--- src/hw/rtl/ole_pkg.sv ---
// ole_pkg: shared constants, codes and the cell control struct of the ordered list engine
// no dependencies; used by ole_cell and ordered_list_engine

package ole_pkg;

  localparam int unsigned DEPTH  = 16;
  localparam int unsigned IDX_W  = (DEPTH > 1) ? $clog2(DEPTH) : 1;
  localparam int unsigned CNT_W  = $clog2(DEPTH + 1);
  localparam int unsigned CMP_W  = (CNT_W > 4) ? CNT_W : 4;
  localparam int unsigned DATA_W = 32;

  localparam int unsigned IN_W   = 40;
  localparam int unsigned OUT_W  = 8;

  typedef enum logic [1:0] {
    REQ_APPEND = 2'd0,
    REQ_PUSH   = 2'd1,
    REQ_INSERT = 2'd2,
    REQ_DELETE = 2'd3
  } req_e;

  typedef enum logic [1:0] {
    ST_OK       = 2'd0,
    ST_FULL     = 2'd1,
    ST_NOTFOUND = 2'd2,
    ST_BADPOS   = 2'd3
  } status_e;

  // broadcast to every cell of the chain
  typedef struct packed {
    logic             insert;
    logic             remove;
    logic             scan_start;
    logic             scan_step;
    logic             scan_end;
    logic [IDX_W-1:0] ins_idx;
  } ole_ctl_t;

endpackage

--- src/hw/rtl/ordered_list_engine.sv ---
// ordered_list_engine: top level, request decode, delete scan control and result register
// depends on ole_pkg and ole_cell

// Ordered list of up to DEPTH signed 32-bit values held in a row of cells, head in
// cell 0. Append, push and insert-at-index complete in the cycle they are accepted:
// every cell takes its left neighbour or the new word in parallel, so these run
// at one word per cycle while the result word is not stalled. Delete sends a token
// down the row one cell per cycle and holds off new requests until the token finds
// the first match or passes the last entry; on a match all later cells shift toward
// the head together. Every request gives one result word, held in a single output
// register: a new request is taken only in a cycle where that word is empty or
// leaving, so a stalled result also holds off the input.

module ordered_list_engine (
  input  logic                      clk_i,
  input  logic                      rst_ni,
  input  logic                      s_axis_tvalid_i,
  output logic                      s_axis_tready_o,
  // [1:0] req_type, [33:2] item_value, [37:34] position, [39:38] zero
  input  logic [ole_pkg::IN_W-1:0]  s_axis_tdata_i,
  output logic                      m_axis_tvalid_o,
  input  logic                      m_axis_tready_i,
  // [1:0] status, [6:2] entry_count, [7] zero
  output logic [ole_pkg::OUT_W-1:0] m_axis_tdata_o
);
  import ole_pkg::*;

  typedef enum logic {
    S_IDLE,
    S_SCAN
  } state_e;

  state_e            state_q;
  logic [CNT_W-1:0]  count_q;
  logic [DATA_W-1:0] key_q;
  logic              m_valid_q;
  status_e           status_q;
  logic [4:0]        count_out_q;

  req_e              req_type;
  logic [DATA_W-1:0] item_value;
  logic [3:0]        position;

  logic              in_fire;
  logic              out_free;
  logic              full;
  logic              bad_pos;
  logic              hit;
  logic              miss;
  logic              done;
  logic              res_load;
  ole_ctl_t          ctl;
  logic [DATA_W-1:0] word;

  logic [DATA_W-1:0] value_w [DEPTH];
  logic [DEPTH-1:0]  valid_w;
  logic [DEPTH-1:0]  probe_w;
  logic [DEPTH-1:0]  eq_w;

  assign req_type   = req_e'(s_axis_tdata_i[1:0]);
  assign item_value = s_axis_tdata_i[33:2];
  assign position   = s_axis_tdata_i[37:34];

  assign out_free        = !m_valid_q || m_axis_tready_i;
  assign s_axis_tready_o = (state_q == S_IDLE) && out_free;
  assign in_fire         = s_axis_tvalid_i && s_axis_tready_o;

  assign full    = (count_q == CNT_W'(DEPTH));
  assign bad_pos = (CMP_W'(position) >= CMP_W'(count_q));

  assign hit  = |(probe_w & eq_w);
  assign miss = |(probe_w & ~valid_w) | (probe_w[DEPTH-1] & ~eq_w[DEPTH-1]);
  assign done = hit || miss;

  // a result word is produced this cycle
  assign res_load = (state_q == S_IDLE) ? (in_fire && (req_type != REQ_DELETE))
                                        : (done && out_free);

  assign word = (state_q == S_SCAN) ? key_q : item_value;

  always_comb begin
    ctl = '0;
    case (req_type)
      REQ_APPEND: ctl.ins_idx = count_q[IDX_W-1:0];
      REQ_PUSH:   ctl.ins_idx = '0;
      REQ_INSERT: ctl.ins_idx = IDX_W'(position);
      default:    ctl.ins_idx = '0;
    endcase
    if (state_q == S_IDLE) begin
      if (in_fire) begin
        if (req_type == REQ_DELETE) begin
          ctl.scan_start = 1'b1;
        end else if (!full && !(req_type == REQ_INSERT && bad_pos)) begin
          ctl.insert = 1'b1;
        end
      end
    end else begin
      if (done && out_free) begin
        ctl.scan_end = 1'b1;
        ctl.remove   = hit;
      end else if (!done) begin
        ctl.scan_step = 1'b1;
      end
    end
  end

  for (genvar k = 0; k < DEPTH; k++) begin : g_cell
    logic [DATA_W-1:0] left_value;
    logic              left_valid;
    logic              left_probe;
    logic [DATA_W-1:0] right_value;
    logic              right_valid;

    if (k == 0) begin : g_head
      assign left_value = '0;
      assign left_valid = 1'b0;
      assign left_probe = 1'b0;
    end else begin : g_mid_l
      assign left_value = value_w[k-1];
      assign left_valid = valid_w[k-1];
      assign left_probe = probe_w[k-1];
    end

    if (k == DEPTH - 1) begin : g_tail
      assign right_value = '0;
      assign right_valid = 1'b0;
    end else begin : g_mid_r
      assign right_value = value_w[k+1];
      assign right_valid = valid_w[k+1];
    end

    ole_cell u_cell (
      .clk_i         (clk_i),
      .rst_ni        (rst_ni),
      .ctl_i         (ctl),
      .cell_idx_i    (IDX_W'(k)),
      .word_i        (word),
      .left_value_i  (left_value),
      .left_valid_i  (left_valid),
      .left_probe_i  (left_probe),
      .right_value_i (right_value),
      .right_valid_i (right_valid),
      .value_o       (value_w[k]),
      .valid_o       (valid_w[k]),
      .probe_o       (probe_w[k]),
      .eq_o          (eq_w[k])
    );
  end

  always_ff @(posedge clk_i or negedge rst_ni) begin
    if (!rst_ni) begin
      state_q     <= S_IDLE;
      count_q     <= '0;
      m_valid_q   <= 1'b0;
      status_q    <= ST_OK;
      count_out_q <= '0;
      key_q       <= '0;
    end else begin
      if (res_load) begin
        m_valid_q <= 1'b1;
      end else if (m_valid_q && m_axis_tready_i) begin
        m_valid_q <= 1'b0;
      end
      case (state_q)
        S_IDLE: begin
          if (in_fire) begin
            if (req_type == REQ_DELETE) begin
              key_q   <= item_value;
              state_q <= S_SCAN;
            end else begin
              if (full) begin
                status_q    <= ST_FULL;
                count_out_q <= 5'(count_q);
              end else if (req_type == REQ_INSERT && bad_pos) begin
                status_q    <= ST_BADPOS;
                count_out_q <= 5'(count_q);
              end else begin
                status_q    <= ST_OK;
                count_q     <= count_q + CNT_W'(1);
                count_out_q <= 5'(count_q + CNT_W'(1));
              end
            end
          end
        end
        S_SCAN: begin
          if (done && out_free) begin
            state_q   <= S_IDLE;
            if (hit) begin
              status_q    <= ST_OK;
              count_q     <= count_q - CNT_W'(1);
              count_out_q <= 5'(count_q - CNT_W'(1));
            end else begin
              status_q    <= ST_NOTFOUND;
              count_out_q <= 5'(count_q);
            end
          end
        end
        default: begin
          state_q <= S_IDLE;
        end
      endcase
    end
  end

  assign m_axis_tvalid_o = m_valid_q;
  assign m_axis_tdata_o  = {1'b0, count_out_q, status_q};

`ifndef SYNTHESIS
  // occupied cells always agree with the entry count
  assert property (@(posedge clk_i) disable iff (!rst_ni)
    $countones(valid_w) == 32'(count_q))
    else $error("valid cells disagree with entry count");

  // a scan always has exactly one token in the row, otherwise none
  assert property (@(posedge clk_i) disable iff (!rst_ni)
    (state_q == S_SCAN) |-> $onehot(probe_w))
    else $error("scan token lost or duplicated");

  assert property (@(posedge clk_i) disable iff (!rst_ni)
    (state_q == S_IDLE) |-> (probe_w == '0))
    else $error("token left in the row while idle");

  // a successful insert grows the list by one
  assert property (@(posedge clk_i) disable iff (!rst_ni)
    ctl.insert |=> (count_q == $past(count_q) + CNT_W'(1)))
    else $error("insert did not bump entry count");

  // a match always shrinks the list by one
  assert property (@(posedge clk_i) disable iff (!rst_ni)
    ctl.remove |=> (count_q == $past(count_q) - CNT_W'(1)))
    else $error("delete did not drop entry count");
`endif

endmodule

--- src/hw/rtl/ole_cell.sv ---
// ole_cell: one list slot holding a value, its valid flag and the delete scan token
// depends on ole_pkg; instantiated in a row by ordered_list_engine

module ole_cell (
  input  logic                      clk_i,
  input  logic                      rst_ni,
  input  ole_pkg::ole_ctl_t         ctl_i,
  input  logic [ole_pkg::IDX_W-1:0] cell_idx_i,
  input  logic [ole_pkg::DATA_W-1:0] word_i,
  input  logic [ole_pkg::DATA_W-1:0] left_value_i,
  input  logic                      left_valid_i,
  input  logic                      left_probe_i,
  input  logic [ole_pkg::DATA_W-1:0] right_value_i,
  input  logic                      right_valid_i,
  output logic [ole_pkg::DATA_W-1:0] value_o,
  output logic                      valid_o,
  output logic                      probe_o,
  output logic                      eq_o
);
  import ole_pkg::*;

  logic [DATA_W-1:0] value_q;
  logic              valid_q;
  logic              probe_q;
  logic              passed_q;

  // payload: shifts toward the tail on insert, toward the head on delete
  always_ff @(posedge clk_i) begin
    if (ctl_i.insert) begin
      if (cell_idx_i > ctl_i.ins_idx) begin
        value_q <= left_value_i;
      end else if (cell_idx_i == ctl_i.ins_idx) begin
        value_q <= word_i;
      end
    end else if (ctl_i.remove && !passed_q) begin
      value_q <= right_value_i;
    end
  end

  always_ff @(posedge clk_i or negedge rst_ni) begin
    if (!rst_ni) begin
      valid_q  <= 1'b0;
      probe_q  <= 1'b0;
      passed_q <= 1'b0;
    end else begin
      if (ctl_i.insert) begin
        if (cell_idx_i > ctl_i.ins_idx) begin
          valid_q <= left_valid_i;
        end else if (cell_idx_i == ctl_i.ins_idx) begin
          valid_q <= 1'b1;
        end
      end else if (ctl_i.remove && !passed_q) begin
        valid_q <= right_valid_i;
      end
      // token walks from the head, leaving a trail of passed cells behind it
      if (ctl_i.scan_start) begin
        probe_q  <= (cell_idx_i == '0);
        passed_q <= 1'b0;
      end else if (ctl_i.scan_end) begin
        probe_q  <= 1'b0;
        passed_q <= 1'b0;
      end else if (ctl_i.scan_step) begin
        probe_q  <= left_probe_i;
        passed_q <= passed_q | probe_q;
      end
    end
  end

  assign value_o = value_q;
  assign valid_o = valid_q;
  assign probe_o = probe_q;
  assign eq_o    = valid_q && (value_q == word_i);

endmodule

--- config.mk ---
export PLATFORM = sky130hd
export DESIGN_NAME = ordered_list_engine
export DESIGN_NICKNAME = d
export VERILOG_FILES = /design/src/hw/rtl/ole_pkg.sv /design/src/hw/rtl/ordered_list_engine.sv /design/src/hw/rtl/ole_cell.sv
export SDC_FILE = /design/constraint.sdc
export NUM_CORES = 2
export LEC_CHECK = 0
export BUFFER_PORTS_ARGS = -buffer_cell sky130_fd_sc_hd__buf_2
export CAP_MARGIN = 5
export CORE_MARGIN = 4
export CORE_UTILIZATION = 60
export CTS_CLUSTER_SIZE = 28
export DETAILED_ROUTE_END_ITERATION = 8
export PLACE_DENSITY = 0.87
export SKIP_LAST_GASP = 1
export SYNTH_ARGS = -nofsm -noshare
export SYNTH_HDL_FRONTEND = slang
export SYNTH_SLANG_ARGS = --single-unit
--- constraint.sdc ---
create_clock -name clk_i -period 9.3 [get_ports clk_i]
set_input_delay 0.465 -clock clk_i [delete_from_list [all_inputs] [get_ports clk_i]]
set_output_delay 0.465 -clock clk_i [all_outputs]
set_load 0.02 [all_outputs]
Yosys cells after proc, flatten, opt, wreduce, memory -nomap -nowiden
Index checks and enable logic that the tools add are counted.
{"block": "totals", "regBits": 601, "elab_cells": 527}
{"block": "classes", "add_sub_neg": 2, "order_cmp": 17, "eq_ne": 57, "muxes": 258, "bitwise_logic": 23, "reduce_logical": 101}
{"op": "two-way mux 32 bit", "count": 65}
{"op": "== test 32 bit", "count": 16}
{"op": "two-way mux 1 bit", "count": 176}
{"op": "inequality test 3 x 1 -> 1 bit (second input constant)", "count": 16}
{"op": "logical AND 1 bit", "count": 39}
{"op": "nonzero test 2 bit", "count": 17}
{"op": "bitwise AND 16 bit", "count": 2}
{"op": "== test 4 bit (first input constant)", "count": 8}
{"op": "greater-than comparator 4 bit (first input constant)", "count": 8}
{"op": "AND reduction 2 bit", "count": 16}
{"op": "OR reduction 16 bit", "count": 2}
{"op": "two-way mux 5 bit", "count": 6}
{"op": "zero test 1 bit", "count": 19}
{"op": "OR 1 bit", "count": 17}
{"op": "== test 3 x 4 -> 1 bit (first input constant)", "count": 4}
{"op": "greater-than comparator 3 x 4 -> 1 bit (first input constant)", "count": 4}
{"op": "NOT 16 bit", "count": 1}
{"op": "two-way mux 2 bit", "count": 7}
{"op": "case mux 5 bit (2 select lines)", "count": 1}
{"op": "== test 2 x 4 -> 1 bit (first input constant)", "count": 2}
{"op": "greater-than comparator 1 x 4 -> 1 bit (first input constant)", "count": 2}
{"op": "greater-than comparator 2 x 4 -> 1 bit (first input constant)", "count": 2}
{"op": "case mux 4 bit (2 select lines)", "count": 1}
{"op": "inequality test 2 bit (second input constant)", "count": 3}
{"op": "20 further kinds", "count": 24}

Longest topological paths before layout
{"block": "depth", "depth_word": 13, "depth_mapped": 14, "mapped_depth_nobuf": 11}

Hierarchy
A second synthesis with hierarchy kept.
{"block": "unflattened", "cells_unflattened": 3639, "hier_area_um2": 39106.3}
{"mod": "ole_cell (g_cell[12].u_cell ...)", "n_inst": 13, "cells_each": 213, "area_per_inst_um2": 2278.4, "seq_area_each_um2": 1036.0}
{"mod": "ole_cell (g_cell[0].u_cell ...)", "n_inst": 3, "cells_each": 213, "area_per_inst_um2": 2292.2, "seq_area_each_um2": 1036.0}
{"mod": "ordered_list_engine", "n_inst": 1, "cells_each": 231, "area_per_inst_um2": 2610.0, "seq_area_each_um2": 1026.0}

Worst setup path after synthesis
OpenSTA, ideal clock, no wires.
{"block": "synth_path", "kind": "reg2reg", "from": "register m_valid_q, in the netlist m_axis_tvalid_o", "to": "register g_cell[1].u_cell.value_q[0] (enable)", "arrival_ns": 4.026, "required_time_ns": 8.867, "path_slack_ns": 4.841, "path_stages_with_launch": 10, "n_path_buf": 3, "path_cell_list": "dfrtp_1 > nor2b_1 > nor2_1 > nand2_1 > a21oi_1 > nand3_1 > clkbuf_1 > buf_1 > clkbuf_1 > o2bb2ai_1"}
{"block": "synth_via", "elab_chain_cells": 8}
{"element": "from (decl)", "line_no": "ordered_list_engine.sv:36", "source": "logic m_valid_q;"}
{"element": "from (signal assigned)", "line_no": "ordered_list_engine.sv:154", "source": "m_valid_q <= 1'b0;"}
{"element": "from (signal assigned)", "line_no": "ordered_list_engine.sv:160", "source": "m_valid_q <= 1'b1;"}
{"element": "from (signal assigned)", "line_no": "ordered_list_engine.sv:162", "source": "m_valid_q <= 1'b0;"}
{"element": "zero test 1 bit (*)", "line_no": "ordered_list_engine.sv:64", "source": "assign out_free = !m_valid_q || m_axis_tready_i;"}
{"element": "logical OR 1 bit (*)", "line_no": "ordered_list_engine.sv:64"}
{"element": "logical AND 1 bit (*)", "line_no": "ordered_list_engine.sv:65", "source": "assign s_axis_tready_o = (state_q == S_IDLE) && out_free;"}
{"element": "via s_axis_tready_o", "line_no": "ordered_list_engine.sv:18", "source": "output logic s_axis_tready_o,"}
{"element": "logical AND 1 bit (*)", "line_no": "ordered_list_engine.sv:66", "source": "assign in_fire = s_axis_tvalid_i && s_axis_tready_o;"}
{"element": "two-way mux 1 bit (*)", "line_no": "ordered_list_engine.sv:90", "source": "if (in_fire) begin"}
{"element": "two-way mux 1 bit (*)", "line_no": "ordered_list_engine.sv:89", "source": "if (state_q == S_IDLE) begin"}
{"element": "inequality test 3 x 1 -> 1 bit (no line) or nonzero test 2 bit (tied branches)"}
{"element": "AND reduction 2 bit (no line) (*)"}
{"element": "to (signal assigned)", "line_no": "ole_cell.sv:31", "source": "value_q <= left_value_i;"}
{"element": "to (signal assigned)", "line_no": "ole_cell.sv:33", "source": "value_q <= word_i;"}
{"element": "to (signal assigned)", "line_no": "ole_cell.sv:36", "source": "value_q <= right_value_i;"}
{"element": "to (decl)", "line_no": "ole_cell.sv:22", "source": "logic [DATA_W-1:0] value_q;"}
Mark *: on every way through the listed nets, which the timed path passes. The rest lies on a longest branch.
A chain may end at the register's enable or synchronous reset.

Worst setup path after layout
{"block": "layout_path", "from": "register state_q", "to": "register g_cell[13].u_cell.probe_q"}
{"block": "layout_via", "elab_chain_cells": 12}
{"element": "from (decl)", "line_no": "ordered_list_engine.sv:33", "source": "state_e state_q;"}
{"element": "from (signal assigned)", "line_no": "ordered_list_engine.sv:152", "source": "state_q <= S_IDLE;"}
{"element": "from (signal assigned)", "line_no": "ordered_list_engine.sv:169", "source": "state_q <= S_SCAN;"}
{"element": "from (signal assigned)", "line_no": "ordered_list_engine.sv:187", "source": "state_q <= S_IDLE;"}
{"element": "parallel branches: the longest is 12 deep, another holds two-way mux 32 bit"}
{"element": "to (signal assigned)", "line_no": "ole_cell.sv:57", "source": "probe_q <= (cell_idx_i == '0);"}
{"element": "to (signal assigned)", "line_no": "ole_cell.sv:63", "source": "probe_q <= left_probe_i;"}
{"element": "to (decl)", "line_no": "ole_cell.sv:24", "source": "logic probe_q;"}
Parallel ways; which one is timed is not known.

==> flow_metrics.tcl <==
set metrics [dict create \
    run_status "finished, final reports clean" \
    timing.critical_path.slowest_cell_delay_ns 1.05 \
    htreeDepth 3 \
    max_slew_margin_pct 12.69 \
    cts.hold.buffers_added 1 \
    ys_ff_latch 601 \
    dp_cells 4836 \
    io_buffer_count 50 \
    critical_path.reg2reg.startpoint "state_q" \
    placement_rows 91 \
    cts_sinks 601 \
    finalMaxSlewViolations 0 \
    worstSetupEndpointType "register" \
    layout-area-overhead-vs-synth_pct 8.231 \
    cp_num_buf_inv 4 \
    syn-num-nets 4263 \
    yosys-top-cells-area "sky130_fd_sc_hd__edfxtp_1 41%, sky130_fd_sc_hd__xnor2_1 12%, sky130_fd_sc_hd__nand2_1 7.4%" \
    hp-class "primary input to register" \
    synth_edf_count 512 \
    synth.area.mux_share_pct 2.057 \
    clock_skew_after_layout_ns 0.02572 \
    hpwl_detailed_um 93030 \
    post_cts.repair.setup_buffers 0 \
    clockBufferDepth 3 \
    clock_latency_ns 0.63 \
    synth_commonest_cells "740 x sky130_fd_sc_hd__nand2_1, 520 x sky130_fd_sc_hd__o21ai_0, 512 x sky130_fd_sc_hd__edfxtp_1, 512 x sky130_fd_sc_hd__xnor2_1, 445 x sky130_fd_sc_hd__nor2_1" \
    worst_path_cell_trace "buf_4 > mux2i_4 > buf_4 > buf_4 > xnor2_1 > nor4_1 > nand4_1 > nor3_1 > nor4_1 > nand2_1 > buf_4 > nor3_2 > mux2i_1" \
    final-setup-viol-count 0 \
    yosys.area.top_type "sky130_fd_sc_hd__edfxtp_1" \
    ys_dominant_reg_cell "sky130_fd_sc_hd__edfxtp_1" \
    crit_path_end "g_cell[13].u_cell.probe_o" \
    finalPower_mw 13.22 \
    crit_cells 13 \
    drcViolationCount 0 \
    arrival_ns 6.88 \
    finalWorstPathRequiredPeriod_ns 6.341 \
    ys.warnings.count 0 \
    critical_path.slowest_cell "sky130_fd_sc_hd__nor4_1" \
    synth_cells 4211 \
    vdd.ir_drop.worst_uv 298.3 \
    cp_common_cell "sky130_fd_sc_hd__buf_4" \
    timing.rr.end "g_cell[13].u_cell.probe_o" \
    antenna_found_initial 8 \
    final.period_utilization_pct 68.19 \
    synthSimpleGateAreaFrac_pct 18.67 \
    flop2flop_setup_slack_ns 2.96 \
    post_synth_instance_area_um2 37350 \
    worst_setup_hold_path_clk_slew_ns 0.06 \
    final_cells 4965 \
    cellPowerDensity_nw_per_um2 327.0 \
    synth_compound_area_share_pct 15.42 \
    critical-path-top-delay-family "simple AND/OR/NAND/NOR gates" \
    met3_usage_pct 10.18 \
    cts_resizes 0 \
    fraction_of_registers_with_async_set_or_reset_after_synthesis_pct 14.81 \
    yosysMostFrequentCell "sky130_fd_sc_hd__nand2_1" \
    tightest_slew_ns 1.298 \
    max_cap_violations 0 \
    cts_tree "built" \
    pin_count 54 \
    synth_xor_area_share_pct 12.05 \
    cp_max_fo 33 \
    grt_use_met2_pct 56.58 \
    gr-usage-met1_pct 53.62 \
    core_region_area_um2 61710 \
    drt_wl_total_um 133900 \
    timing.setup.tns_ns 0 \
    firstDrtPassIters 7 \
    floorplan.initialDensity_pct 60.52 \
    gr-total-overflow 0 \
    root_buffer_cell "sky130_fd_sc_hd__clkbuf_16" \
    register_area_share_after_synthesis_pct 47.13 \
    first_global_vias 30619 \
    nets 4124 \
    share_of_layout_cells_above_drive_strength_1_pct 7.513 \
    hold_depth 3 \
    mean_number_of_vias_per_cell 6.674 \
    cts_made_buffers 70 \
    grt_setup_unrepaired "false" \
    count_of_cell_types_in_the_netlist 62 \
    grt_start_max_net_pins 274 \
    data_required_time_of_the_critical_path_ns 9.84 \
    critical_path.startpoint_type "register" \
    area_share_of_fa_ha_maj_cells_after_synthesis_pct 0.2881 \
    globalRouteTotalUtil_pct 39.36 \
    routabilityCongestion 1.017 \
    synth_top_family_by_area "simple AND/OR/NAND/NOR gates" \
    crit_start "state_q" \
    reg2reg_depth 13 \
    routed_length_per_instance_um 26.98 \
    grt_first_pass_wirelength_um 196000 \
    routed_vias 33134 \
    die-height_um 257.5 \
    die-width_um 257.5 \
    synth_area_per_cell_um2 8.870 \
    timing_worst_setup_path_type "register to register" \
    grt_busiest_layer "met2" \
    finalHoldViolations 0 \
    floorplan.die_area_um2 66310 \
    finalHoldWorstSlack_ns 0.07567 \
    clock.fmax_ghz 0.1577 \
    initial_drt_markers 5938 \
    power.leakage_nw 14.05 \
    netlist.area_leader.share_pct 41.16 \
    ant_nets 0 \
]
[state kept, by name (all words and copies together), names as in the netlist]
signal	count
m_axis_tvalid_o	1
key_q	32
g_cell.u_cell.passed_q	16
count_out_q	5
state_q	1
g_cell.u_cell.probe_o	16
status_q	2
g_cell.u_cell.value_o	512
g_cell.u_cell.valid_o	16
[layer usage]
metal	vias up	share of wire, %
met4	8	7.5
met3	503	15
met1	15233	35
met5	-	0.039
li1	14629	-
met2	2761	42
[report_power, final]
part | switching (mW) | internal, mW | total [mW]
logic | 3.94 | 1.89 | 5.83
clock network | 1.16 | 1.56 | 2.72
registers | 0.798 | 3.88 | 4.68
total | 5.89 | 7.33 | 13.2
[cells by family after synthesis]
logic type,after synthesis
muxes,59
xor gates and xnor gates,514
and+or+nand+nor,1594
other,1
AOI/OAI and AO/OA,1049
DFF,601
adders and majority gates,8
buffers and inverters,385
[worst min-delay path, delay by kind of cell]
family	cells	cell delay, ns
buffers and inverters	1	0.11
AND/OR/NAND/NOR	2	0.09
[worst min path at each step]
| stage | start | endpoint | slack [ns] |
|---|---|---|---|
| finish | s_axis_tdata_i[31] | key_q[29] | 0.08 |
| global route | s_axis_tdata_i[2] | key_q[0] | 0.1 |
| CTS | s_axis_tdata_i[31] | key_q[29] | 0.06 |
| detailed placement | rst_ni | key_q[8] | 0.37 |
| global placement | rst_ni | key_q[8] | 0.37 |
| floorplan | rst_ni | count_out_q[0] | 0.17 |
[final cells by class]
cell class                 count  area, um^2
fill                        4929       21290
clock inverter                31       265.3
antenna                        2       5.005
clock buffer                  95        1918
timing repair buffer         131       888.4
multi-input combinational   3225       18530
sequential                   601       17610
inverter                      43       161.4
tap                          837        1047
[cells in the final DEF (no fill, tap or decap), types with 14 or more instances in the layout]
master / instances
sky130_fd_sc_hd__a211oi_1: 35
sky130_fd_sc_hd__a21o_1: 37
sky130_fd_sc_hd__a21oi_1: 336
sky130_fd_sc_hd__buf_2: 49
sky130_fd_sc_hd__buf_4: 79
sky130_fd_sc_hd__clkbuf_1: 20
sky130_fd_sc_hd__clkbuf_16: 72
sky130_fd_sc_hd__dfrtp_1: 88
sky130_fd_sc_hd__edfxtp_1: 512
sky130_fd_sc_hd__inv_1: 43
sky130_fd_sc_hd__mux2i_4: 32
sky130_fd_sc_hd__nand2_1: 737
sky130_fd_sc_hd__nand3_1: 18
sky130_fd_sc_hd__nand4_1: 56
sky130_fd_sc_hd__nor2_1: 440
sky130_fd_sc_hd__nor3_1: 46
sky130_fd_sc_hd__nor4_1: 236
sky130_fd_sc_hd__o21ai_0: 518
sky130_fd_sc_hd__o22a_1: 14
sky130_fd_sc_hd__o22ai_1: 40
sky130_fd_sc_hd__or3_1: 17
sky130_fd_sc_hd__xnor2_1: 512
[metrics by stage]
stage,utilization (%),cell area (um^2),worst slack (ns)
after floorplan,-,37350,4.841
after global placement,61.94,38230,3.362
after detailed placement,61.94,38230,3.287
after CTS,65.50,40420,3.262
after global routing,65.50,40420,2.743
final,65.51,40430,2.959
(Power assumes the default switching activity.)
